**config.mk**
```make
export PLATFORM = sky130hd
export DESIGN_NAME = radio_bandpass_clip_effect_core
export DESIGN_NICKNAME = d
export VERILOG_FILES = /design/src/hdl/rbc_pkg.sv /design/src/hdl/rbc_mac.sv /design/src/hdl/rbc_div.sv /design/src/hdl/radio_bandpass_clip_effect_core.sv
export SDC_FILE = /design/constraint.sdc
export NUM_CORES = 2
export LEC_CHECK = 0
export BUFFER_PORTS_ARGS = -buffer_cell sky130_fd_sc_hd__buf_2
export CORE_ASPECT_RATIO = 0.6
export CORE_UTILIZATION = 53
export CTS_BUF_LIST = sky130_fd_sc_hd__clkbuf_4
export CTS_CLUSTER_SIZE = 24
export DETAILED_ROUTE_END_ITERATION = 10
export HOLD_SLACK_MARGIN = 0.05
export PLACE_DENSITY = 0.7
export SLEW_MARGIN = 20
export SYNTH_ARGS = -nofsm -noshare
export SYNTH_HDL_FRONTEND = slang
export SYNTH_HIERARCHICAL = 1
export SYNTH_SLANG_ARGS = --single-unit
```
**constraint.sdc**
```tcl
create_clock -name clk -period 16.3 [get_ports clk]
set_input_delay 0.815 -clock clk [delete_from_list [all_inputs] [get_ports clk]]
set_output_delay 0.815 -clock clk [all_outputs]
set_load 0.02 [all_outputs]
```
**src/hdl/rbc_pkg.sv**
```systemverilog
`timescale 1ns / 1ps
package rbc_pkg;

  localparam int COEF_WIDTH_DEF  = 32;
  localparam int STATE_WIDTH_DEF = 24;
  localparam int NUM_WIDTH       = 20;
  localparam int Q_WIDTH         = 15;
  localparam int CLIP_DIVISOR    = 17;
  localparam int CLIP_MULT       = 28;

  typedef enum logic [2:0] {
    REG_ENABLE  = 3'd0,
    REG_HP_B0   = 3'd1,
    REG_HP_A1   = 3'd2,
    REG_HP_A2   = 3'd3,
    REG_LP_B0   = 3'd4,
    REG_LP_A1   = 3'd5,
    REG_LP_A2   = 3'd6
  } reg_idx_t;

  typedef enum logic [2:0] {
    ST_IDLE,
    ST_ISSUE,
    ST_WAIT,
    ST_SCALE,
    ST_DIV,
    ST_OUT
  } ctrl_state_t;

  typedef struct packed {
    logic start;
    logic clear;
    logic sub;
  } mac_ctrl_t;

endpackage

```
**src/hdl/rbc_mac.sv**
```systemverilog
`timescale 1ns / 1ps
module rbc_mac #(
  parameter int CW = rbc_pkg::COEF_WIDTH_DEF,
  parameter int MW = rbc_pkg::STATE_WIDTH_DEF + 2,
  parameter int AW = rbc_pkg::COEF_WIDTH_DEF + rbc_pkg::STATE_WIDTH_DEF + 4
) (
  input  logic                 clk,
  input  logic                 rst,
  input  rbc_pkg::mac_ctrl_t   ctrl,
  input  logic signed [CW-1:0] coef,
  input  logic signed [MW-1:0] mult,
  output logic signed [AW-1:0] acc,
  output logic                 done
);
  import rbc_pkg::*;

  localparam int CNW = $clog2(MW);

  logic signed [AW-1:0] creg;
  logic [MW-1:0]        mreg;
  logic [CNW-1:0]       cnt;
  logic                 busy;
  logic                 sub;
  logic                 neg;
  logic                 last_bit;

  assign last_bit = (cnt == CNW'(MW - 1));
  assign neg = sub ^ last_bit;

  always_ff @(posedge clk) begin
    done <= 1'b0;
    if (rst) begin
      busy <= 1'b0;
      cnt  <= '0;
    end else if (ctrl.start) begin
      creg <= AW'(coef);
      mreg <= mult;
      sub  <= ctrl.sub;
      cnt  <= '0;
      busy <= 1'b1;
      if (ctrl.clear) begin
        acc <= '0;
      end
    end else if (busy) begin
      if (mreg[0]) begin
        acc <= neg ? acc - creg : acc + creg;
      end
      creg <= creg <<< 1;
      mreg <= mreg >> 1;
      cnt  <= cnt + 1'b1;
      if (last_bit) begin
        busy <= 1'b0;
        done <= 1'b1;
      end
    end
  end

endmodule

```
**src/hdl/rbc_div.sv**
```systemverilog
`timescale 1ns / 1ps
module rbc_div (
  input  logic                          clk,
  input  logic                          rst,
  input  logic                          start,
  input  logic [rbc_pkg::NUM_WIDTH-1:0] num,
  output logic [rbc_pkg::Q_WIDTH-1:0]   quot,
  output logic                          done
);
  import rbc_pkg::*;

  localparam int CNW = $clog2(NUM_WIDTH);

  logic [NUM_WIDTH-1:0] nreg;
  logic [4:0]           rem;
  logic [5:0]           trial;
  logic                 qbit;
  logic [CNW-1:0]       cnt;
  logic                 busy;

  // long division by seventeen, one numerator bit per cycle
  assign trial = {rem, nreg[NUM_WIDTH-1]};
  assign qbit  = (trial >= 6'(CLIP_DIVISOR));
  assign quot  = nreg[Q_WIDTH-1:0];

  always_ff @(posedge clk) begin
    done <= 1'b0;
    if (rst) begin
      busy <= 1'b0;
      cnt  <= '0;
    end else if (start) begin
      nreg <= num;
      rem  <= '0;
      cnt  <= '0;
      busy <= 1'b1;
    end else if (busy) begin
      rem  <= qbit ? 5'(trial - 6'(CLIP_DIVISOR)) : trial[4:0];
      nreg <= {nreg[NUM_WIDTH-2:0], qbit};
      cnt  <= cnt + 1'b1;
      if (cnt == CNW'(NUM_WIDTH - 1)) begin
        busy <= 1'b0;
        done <= 1'b1;
      end
    end
  end

endmodule

```
**src/hdl/radio_bandpass_clip_effect_core.sv**
```systemverilog
`timescale 1ns / 1ps
// radio voice effect: high-pass then low-pass biquad, gain, hard clip
// input stream s_*: one signed 16-bit sample per transfer, s_tlast ends a clip
// output stream m_*: one processed sample per input transfer, m_tlast copied
// apb port writes enable and the six filter coefficients (regs at 4*i, 8*i when COEF_WIDTH > 32)
// with the effect off the sample passes straight from the idle state to the output state
// and the next sample is taken only after its result is posted
// with the effect on each biquad runs three bit-serial multiply terms on one
// shared shift-add unit, then a scale state and a serial divide by seventeen;
// the divide is skipped when the output clips
// one sample is in work at a time; s_tready is high only when idle, which the
// core reaches as the result is posted
// a finished sample sits in the output register while the next is taken;
// if m_tready stays low the core holds the next result until it is free
// a clip end clears all filter history after its own sample is formed
// reset clears the registers, the history and the output valid
module radio_bandpass_clip_effect_core #(
  parameter int COEF_WIDTH  = rbc_pkg::COEF_WIDTH_DEF,
  parameter int STATE_WIDTH = rbc_pkg::STATE_WIDTH_DEF
) (
  input  logic                                clk,
  input  logic                                rst,
  input  logic                                s_tvalid,
  output logic                                s_tready,
  input  logic [15:0]                         s_tdata,  // sample_in
  input  logic                                s_tlast,  // last_in_clip
  output logic                                m_tvalid,
  input  logic                                m_tready,
  output logic [15:0]                         m_tdata,  // sample_out
  output logic                                m_tlast,  // last_out
  input  logic                                psel,
  input  logic                                penable,
  input  logic                                pwrite,
  input  logic [((COEF_WIDTH > 32) ? 6 : 5)-1:0]  paddr,
  input  logic [((COEF_WIDTH > 32) ? 64 : 32)-1:0] pwdata,
  output logic [((COEF_WIDTH > 32) ? 64 : 32)-1:0] prdata,
  output logic                                pready
);
  import rbc_pkg::*;

  localparam int CW = COEF_WIDTH;
  localparam int SW = STATE_WIDTH;
  localparam int CF = CW - 3;
  localparam int SF = SW - 4;
  localparam int MW = SW + 2;
  localparam int AW = CW + SW + 4;
  localparam int DW = (CW > 32) ? 64 : 32;
  localparam int AB = (CW > 32) ? 6 : 5;
  localparam int AS = (CW > 32) ? 3 : 2;
  localparam int UP = SF - 15;
  localparam int NW = SW + 20;
  localparam logic signed [AW-1:0] SMAX = AW'((64'sd1 <<< (SW - 1)) - 64'sd1);
  localparam logic signed [AW-1:0] SMIN = -SMAX - AW'(1);
  localparam logic [SW+4:0] CLIP_LEVEL = (SW + 5)'(CLIP_DIVISOR) << SF;

  logic                 en;
  logic signed [CW-1:0] hp_b0, hp_a1, hp_a2, lp_b0, lp_a1, lp_a2;
  logic signed [SW-1:0] hx1, hx2, hy1, hy2, lx1, lx2, ly1, ly2;
  logic signed [SW-1:0] cur_x;
  logic                 last;
  logic                 stage;
  logic [1:0]           tc;
  logic [15:0]          res;
  ctrl_state_t          state, state_next;

  logic [2:0]           widx;
  logic                 wr;

  mac_ctrl_t            mctrl;
  logic signed [CW-1:0] mcoef;
  logic signed [MW-1:0] mmult;
  logic signed [MW-1:0] ff;
  logic signed [AW-1:0] acc;
  logic signed [AW-1:0] acc_sh;
  logic signed [SW-1:0] yv;
  logic                 mdone;

  logic                 dstart;
  logic [Q_WIDTH-1:0]   quot;
  logic                 ddone;

  logic signed [SW+15:0] xw;
  logic signed [SW-1:0]  xin;
  logic [SW-1:0]         mag;
  logic [SW+4:0]         m28;
  logic                  clip;
  logic [NW-1:0]         numw;
  logic [NW-1:0]         nsh;
  logic                  out_free;

  // register port
  assign pready = 1'b1;
  assign widx   = paddr[AB-1:AS];
  assign wr     = psel & penable & pwrite & pready;

  always_ff @(posedge clk) begin
    if (rst) begin
      en    <= 1'b0;
      hp_b0 <= '0;
      hp_a1 <= '0;
      hp_a2 <= '0;
      lp_b0 <= '0;
      lp_a1 <= '0;
      lp_a2 <= '0;
    end else if (wr) begin
      case (widx)
        REG_ENABLE: en    <= pwdata[0];
        REG_HP_B0:  hp_b0 <= pwdata[CW-1:0];
        REG_HP_A1:  hp_a1 <= pwdata[CW-1:0];
        REG_HP_A2:  hp_a2 <= pwdata[CW-1:0];
        REG_LP_B0:  lp_b0 <= pwdata[CW-1:0];
        REG_LP_A1:  lp_a1 <= pwdata[CW-1:0];
        REG_LP_A2:  lp_a2 <= pwdata[CW-1:0];
        default: ;
      endcase
    end
  end

  always_comb begin
    case (widx)
      REG_ENABLE: prdata = DW'(en);
      REG_HP_B0:  prdata = DW'(hp_b0);
      REG_HP_A1:  prdata = DW'(hp_a1);
      REG_HP_A2:  prdata = DW'(hp_a2);
      REG_LP_B0:  prdata = DW'(lp_b0);
      REG_LP_A1:  prdata = DW'(lp_a1);
      REG_LP_A2:  prdata = DW'(lp_a2);
      default:    prdata = '0;
    endcase
  end

  // input scaling to the state format
  always_comb begin
    xw = (SW + 16)'($signed(s_tdata));
    if (UP >= 0) begin
      xw = xw <<< ((UP >= 0) ? UP : 0);
    end else begin
      xw = xw >>> 1;
    end
    xin = xw[SW-1:0];
  end

  // operand select for the shared multiply unit
  always_comb begin
    if (stage) begin
      ff = MW'(cur_x) + (MW'(lx1) <<< 1) + MW'(lx2);
    end else begin
      ff = MW'(cur_x) - (MW'(hx1) <<< 1) + MW'(hx2);
    end
    case (tc)
      2'd0: begin
        mcoef = stage ? lp_b0 : hp_b0;
        mmult = ff;
      end
      2'd1: begin
        mcoef = stage ? lp_a1 : hp_a1;
        mmult = stage ? MW'(ly1) : MW'(hy1);
      end
      default: begin
        mcoef = stage ? lp_a2 : hp_a2;
        mmult = stage ? MW'(ly2) : MW'(hy2);
      end
    endcase
  end

  // rescale and saturate
  always_comb begin
    acc_sh = acc >>> CF;
    if (acc_sh > SMAX) begin
      yv = SMAX[SW-1:0];
    end else if (acc_sh < SMIN) begin
      yv = SMIN[SW-1:0];
    end else begin
      yv = acc_sh[SW-1:0];
    end
  end

  // output gain: mag*28*32767 / (17 << SF)
  always_comb begin
    mag  = cur_x[SW-1] ? (~cur_x + 1'b1) : cur_x;
    m28  = ({mag, 5'b0}) - (SW + 5)'({mag, 2'b0});
    clip = (m28 >= CLIP_LEVEL);
    numw = {m28, 15'b0} - NW'(m28);
    nsh  = numw >> SF;
  end

  rbc_mac #(.CW(CW), .MW(MW), .AW(AW)) u_mac (
    .clk  (clk),
    .rst  (rst),
    .ctrl (mctrl),
    .coef (mcoef),
    .mult (mmult),
    .acc  (acc),
    .done (mdone)
  );

  rbc_div u_div (
    .clk   (clk),
    .rst   (rst),
    .start (dstart),
    .num   (nsh[NUM_WIDTH-1:0]),
    .quot  (quot),
    .done  (ddone)
  );

  assign out_free = ~m_tvalid | m_tready;
  assign s_tready = (state == ST_IDLE);

  // next state
  always_comb begin
    state_next = state;
    case (state)
      ST_IDLE: begin
        if (s_tvalid) begin
          state_next = en ? ST_ISSUE : ST_OUT;
        end
      end
      ST_ISSUE: state_next = ST_WAIT;
      ST_WAIT: begin
        if (mdone) begin
          if (tc != 2'd2) begin
            state_next = ST_ISSUE;
          end else begin
            state_next = stage ? ST_SCALE : ST_ISSUE;
          end
        end
      end
      ST_SCALE: state_next = clip ? ST_OUT : ST_DIV;
      ST_DIV: begin
        if (ddone) begin
          state_next = ST_OUT;
        end
      end
      ST_OUT: begin
        if (out_free) begin
          state_next = ST_IDLE;
        end
      end
      default: state_next = ST_IDLE;
    endcase
  end

  // unit controls
  always_comb begin
    mctrl.start = (state == ST_ISSUE);
    mctrl.clear = (state == ST_ISSUE) && (tc == 2'd0);
    mctrl.sub   = (tc != 2'd0);
    dstart      = (state == ST_SCALE) && !clip;
  end

  always_ff @(posedge clk) begin
    if (rst) begin
      state <= ST_IDLE;
    end else begin
      state <= state_next;
    end
  end

  always_ff @(posedge clk) begin
    if (rst) begin
      m_tvalid <= 1'b0;
      tc       <= '0;
      stage    <= 1'b0;
      hx1 <= '0; hx2 <= '0; hy1 <= '0; hy2 <= '0;
      lx1 <= '0; lx2 <= '0; ly1 <= '0; ly2 <= '0;
    end else begin
      if (m_tvalid && m_tready && !((state == ST_OUT) && out_free)) begin
        m_tvalid <= 1'b0;
      end
      case (state)
        ST_IDLE: begin
          if (s_tvalid) begin
            res   <= s_tdata;
            last  <= s_tlast;
            cur_x <= xin;
            tc    <= '0;
            stage <= 1'b0;
          end
        end
        ST_WAIT: begin
          if (mdone) begin
            if (tc != 2'd2) begin
              tc <= tc + 1'b1;
            end else begin
              tc    <= '0;
              cur_x <= yv;
              stage <= 1'b1;
              if (stage) begin
                lx2 <= lx1; lx1 <= cur_x; ly2 <= ly1; ly1 <= yv;
              end else begin
                hx2 <= hx1; hx1 <= cur_x; hy2 <= hy1; hy1 <= yv;
              end
            end
          end
        end
        ST_SCALE: begin
          if (clip) begin
            res <= cur_x[SW-1] ? -16'sd32767 : 16'sd32767;
          end
        end
        ST_DIV: begin
          if (ddone) begin
            res <= cur_x[SW-1] ? -(16'(quot)) : 16'(quot);
          end
        end
        ST_OUT: begin
          if (out_free) begin
            m_tvalid <= 1'b1;
            m_tdata  <= res;
            m_tlast  <= last;
            if (last) begin
              hx1 <= '0; hx2 <= '0; hy1 <= '0; hy2 <= '0;
              lx1 <= '0; lx2 <= '0; ly1 <= '0; ly2 <= '0;
            end
          end
        end
        default: ;
      endcase
    end
  end

endmodule
```
==> flow_results.org <==
** Timing
- Setup repair after global routing left no endpoint under its margin.
- The clock arrives with 89.1 ps of skew.
- Final sum of negative setup slack :: 0 ps
- Relative max-transition margin :: 0.224
- Worst Setup Slack, final :: 8340 ps
- The smallest clock period supported by the final layout is computed as 7960 ps.
- For the pin with the worst max-slew slack, the measured transition is 1160 ps.
- Achievable clock frequency :: 0.126 GHz
- Part of the cycle the worst path needs :: 0.489
- Setup violations remaining at the end of the flow were counted as 0.
- The final number of hold-violating endpoints was 0.
- The max-slew violation count was 0.

** Worst setup path
- Worst Path Class, Setup :: flip-flop to flip-flop
- At the worst endpoint, the required time is 17140 ps.
- Capturing point of the worst reg2reg path :: u_div/nreg[16]$_DFFE_PP_
- Setup slack, reg-to-reg :: 8340 ps
- Sort of element at the start of the critical path :: flip-flop
- Path depth of the worst reg2reg path :: 30
- On the worst path, the slowest cell contributes a delay of 650 ps.
- The worst setup path is captured at a flip-flop.
- In this run the worst path has a maximum fanout of 15.
- Reg2reg start :: cur_x[0]$_SDFFCE_PN0P_
- CP Data Arrival Time :: 8800 ps
- The slowest stage of the critical path is the or3b_1 cell.

** Floorplan
- Die height :: 214 um
- Area of the core region :: 73700 sq um
- The initial utilization of the core area, before any placement, comes to 0.537.
- The initialized floorplan defines 77 standard-cell rows.
- Horiz. Die Dim :: 355 um
- The floorplan step defined a die boundary enclosing 75800 sq um.
- Ports placed on the boundary :: 113

** Clock network
- Insertion delay to the later sink of the worst-skew pair :: 1110 ps
- Sink Count :: 636
- TritonCTS built the clock tree.
- Postcts setup bufs :: 0
- Clock-pin slew on the worst setup and hold paths :: 70 ps
- No sink is reached through more buffers than the 3 on the longest clock path.
- TritonCTS buffer count :: 163
- Cell at the root of the clock tree :: clkbuf_4
- In this run the number of H-tree levels came out at 4.
- PostCTS Resize Cnt :: 0

** Detailed routing
- The count of nets left with antenna violations once routing finished came out at 0.
- In the routed layout, each cell is associated on average with a via count of 6.20.
- After detailed routing, the average wire length per cell comes to 21.5 um.
- Wires add up to 125000 um.
- In this run, the number of DRC markers left after iteration 0 of detailed routing was 4942.
- Number of remaining DRC errors :: 0
- Drt pass-1 iters :: 8
- Summing over every cut layer, the via total after detailed routing is 36023.

** Synth
- Synth area leaders :: dfxtp_1 (21%), edfxtp_1 (17%), a21oi_1 (7.7%)
- Top post-synthesis cells by count :: nand2_1 (725), a21oi_1 (607), dfxtp_1 (406), nor2_1 (324), clkbuf_1 (274)
- Number of synthesized register bits :: 636
- By instance count, the leading cell after synthesis is nand2_1.
- The largest total area in the synthesized netlist belongs to dfxtp_1.
- For this run, the leading register cell type out of synthesis is dfxtp_1.
- Yosys mapped a number of flops with a built-in enable equal to 230.
- Area fraction of the dominant cell type after synthesis :: 0.205
- Cell area after synthesis :: 39600 sq um
- Count of mapped cells out of synthesis :: 4637
- After synthesis, the share of flip-flops with an asynchronous set or reset is 0.
- Mean Syn Cell Area :: 8.53 sq um
- Number of library cell types mapped by synthesis :: 121
- Register area share after synthesis :: 0.380
- The number of nets handed over by synthesis was 4881.
- Yosys warning total :: 6

** Outcome
- Status :: finished, final reports clean

** Power
- Internal power :: 0.00332 W
- Worst supply voltage drop on vdd :: 0.0816 mV
- Of the total power, combinational logic draws 0.381.
- Register share of total power :: 0.348
- Overall power of the completed layout :: 0.00545 W
- Switching Fraction :: 0.391
- The share of total power dissipated in the clock network is 0.271.
- Summed over all cells, the static leakage comes to 15.7 nW.
- Dividing total power by cell area gives a power density of 126 nW/um^2.
- Net switching power :: 0.00213 W

** Placement
- Place WS :: 8680 ps
- Detailed placement finished with a half-perimeter wire length of 84300 um.
- At the end of routability-driven placement, the weighted congestion stood at 0.981.
- Placed cell area :: 40600 sq um
- Input and output buffers added on the ports amount to 109.

** GRT
- Across every metal layer, demand over resource in global routing totals 0.324.
- Via count of the first global-routing pass :: 32431
- Gr ovfl total :: 0
- The number of antenna violations at the first check in global routing came to 6.
- The first global-routing pass estimated 191000 um of wire.
- Maximum number of pins on one net before global-route repair :: 206

** Worst hold path
- Number of cells on the worst hold path :: 3
- In this run the worst hold path is classified as primary input to flip-flop.
- Min-Delay Startpoint :: s_tdata[12]
- Worst Hold Endpoint :: res[12]$_DFFE_PP_

** Cells and area
- The area growth from synthesis to layout is 9.21%.
- Final standard cell area without fillers :: 43200 sq um
- In the final layout, the share of cells above drive strength 1 is 0.143.
- After the last flow step, the layout net total stands at 4930.

** Job
- Max-cap violations in this run came to 0.
## stage by stage
step | std cells | hold slack, ps | utilization
global route | 5810 | 116 | 0.586
CTS | 5806 | 57.8 | 0.586
floorplan | 4637 | 400 | -
finish | 5811 | 199 | 0.586
global placement | 5462 | 401 | 0.550
detailed placement | 5462 | 405 | 0.550
## timing repair
item,in CTS,in global routing
hold buffers,46,0
setup endpoints to repair,0,0
hold endpoints to repair,221,0
## how the worst max path moves through the flow
stage,start,endpoint,slack (ps),cells past startpoint
after CTS,cur_x[0]$_SDFFCE_PN0P_,u_div/nreg[16]$_DFFE_PP_,8660,30
final,cur_x[0]$_SDFFCE_PN0P_,u_div/nreg[16]$_DFFE_PP_,8340,30
after detailed placement,cur_x[0]$_SDFFCE_PN0P_,u_div/nreg[16]$_DFFE_PP_,8680,30
after global placement,cur_x[0]$_SDFFCE_PN0P_,u_div/nreg[17]$_DFFE_PP_,8790,30
after global routing,cur_x[0]$_SDFFCE_PN0P_,u_div/nreg[16]$_DFFE_PP_,8010,30
after floorplan,cur_x[0]$_SDFFCE_PN0P_,u_div/nreg[0]$_DFFE_PP_,9590,25
## state kept, by name, summed over array words and instances, names as in the netlist, 32 cells and up
name / flops
u_mac/acc: 60
u_mac/creg: 60
hp_a1: 32
hp_a2: 32
hp_b0: 32
lp_a1: 32
lp_a2: 32
lp_b0: 32
## critical path, delay by kind of cell (launching register included)
family                     cells  cell delay (ps)
and+or+nand+nor                8             1900
DFF                            1              360
AOI/OAI and AO/OA             11             2680
adders and majority gates      3             1090
buffers and inverters          4              760
muxes                          1              270
xor gates and xnor gates       3              640
## routing by layer
layer | wire (um) | vias up | GRT usage | share of wire
met4 | 2090 | 8 | 0.0862 | 0.017
met3 | 18600 | 181 | 0.120 | 0.15
li1 | - | 16684 | - | -
met2 | 44700 | 2135 | 0.383 | 0.36
met1 | 59300 | 17015 | 0.523 | 0.48
met5 | 50 | - | 0 | 0.00040
## cell families (layout without fill, tap and decap cells)
kind of cell    Yosys count  after routing  synth area share
xor+xnor                233            233            0.0546
buf+inv                 521            703            0.0521
mux                     201            201            0.0659
simple gates           1637           1637             0.189
compound gates         1218           1218             0.189
flops                   636            636             0.380
fa+ha+maj               190            190            0.0692
other cells               1              6         0.0000948
## area by class of cell
| cell class | instances | area [sq um] |
|---|---|---|
| tap | 987 | 1230 |
| antenna | 5 | 12.5 |
| clock buffer | 258 | 1940 |
| clock inverter | 40 | 234 |
| fill | 6537 | 30500 |
| sequential | 636 | 15000 |
| inverter | 198 | 743 |
| multi-input combinational | 3480 | 22600 |
| timing repair buffer | 207 | 1420 |
## power by group through the flow
| stage | registers (W) | clock network [W] | logic [W] |
|---|---|---|---|
| after CTS | 0.00190 | 0.00150 | 0.00199 |
| after floorplan | 0.00190 | 0 | 0.00149 |
| after detailed placement | 0.00193 | 0 | 0.00197 |
| after global placement | 0.00193 | 0 | 0.00194 |
| after global routing | 0.00191 | 0.00159 | 0.00223 |
| final | 0.00190 | 0.00148 | 0.00207 |
## placed cells by master, fill, tap and decap left out, types with 23 or more instances in the layout
| cell type | n |
|---|---|
| mux2i_1 | 67 |
| xor2_1 | 74 |
| dlygate4sd3_1 | 46 |
| a21oi_1 | 605 |
| mux4_2 | 38 |
| dfxtp_1 | 403 |
| nor3_1 | 106 |
| mux2_2 | 96 |
| and2_1 | 26 |
| o21ai_0 | 169 |
| and3_1 | 23 |
| inv_1 | 194 |
| nand3_1 | 220 |
| a22oi_1 | 95 |
| buf_4 | 51 |
| clkinv_1 | 27 |
| nor2_1 | 320 |
| nand4_1 | 34 |
| ha_1 | 133 |
| a21o_1 | 59 |
| edfxtp_1 | 230 |
| fa_1 | 50 |
| a31oi_1 | 30 |
| clkbuf_4 | 258 |
| xnor2_1 | 146 |
| nand2_1 | 720 |
| nor2b_1 | 33 |
| buf_2 | 108 |
Note: power is estimated with default switching activity, not from simulation.
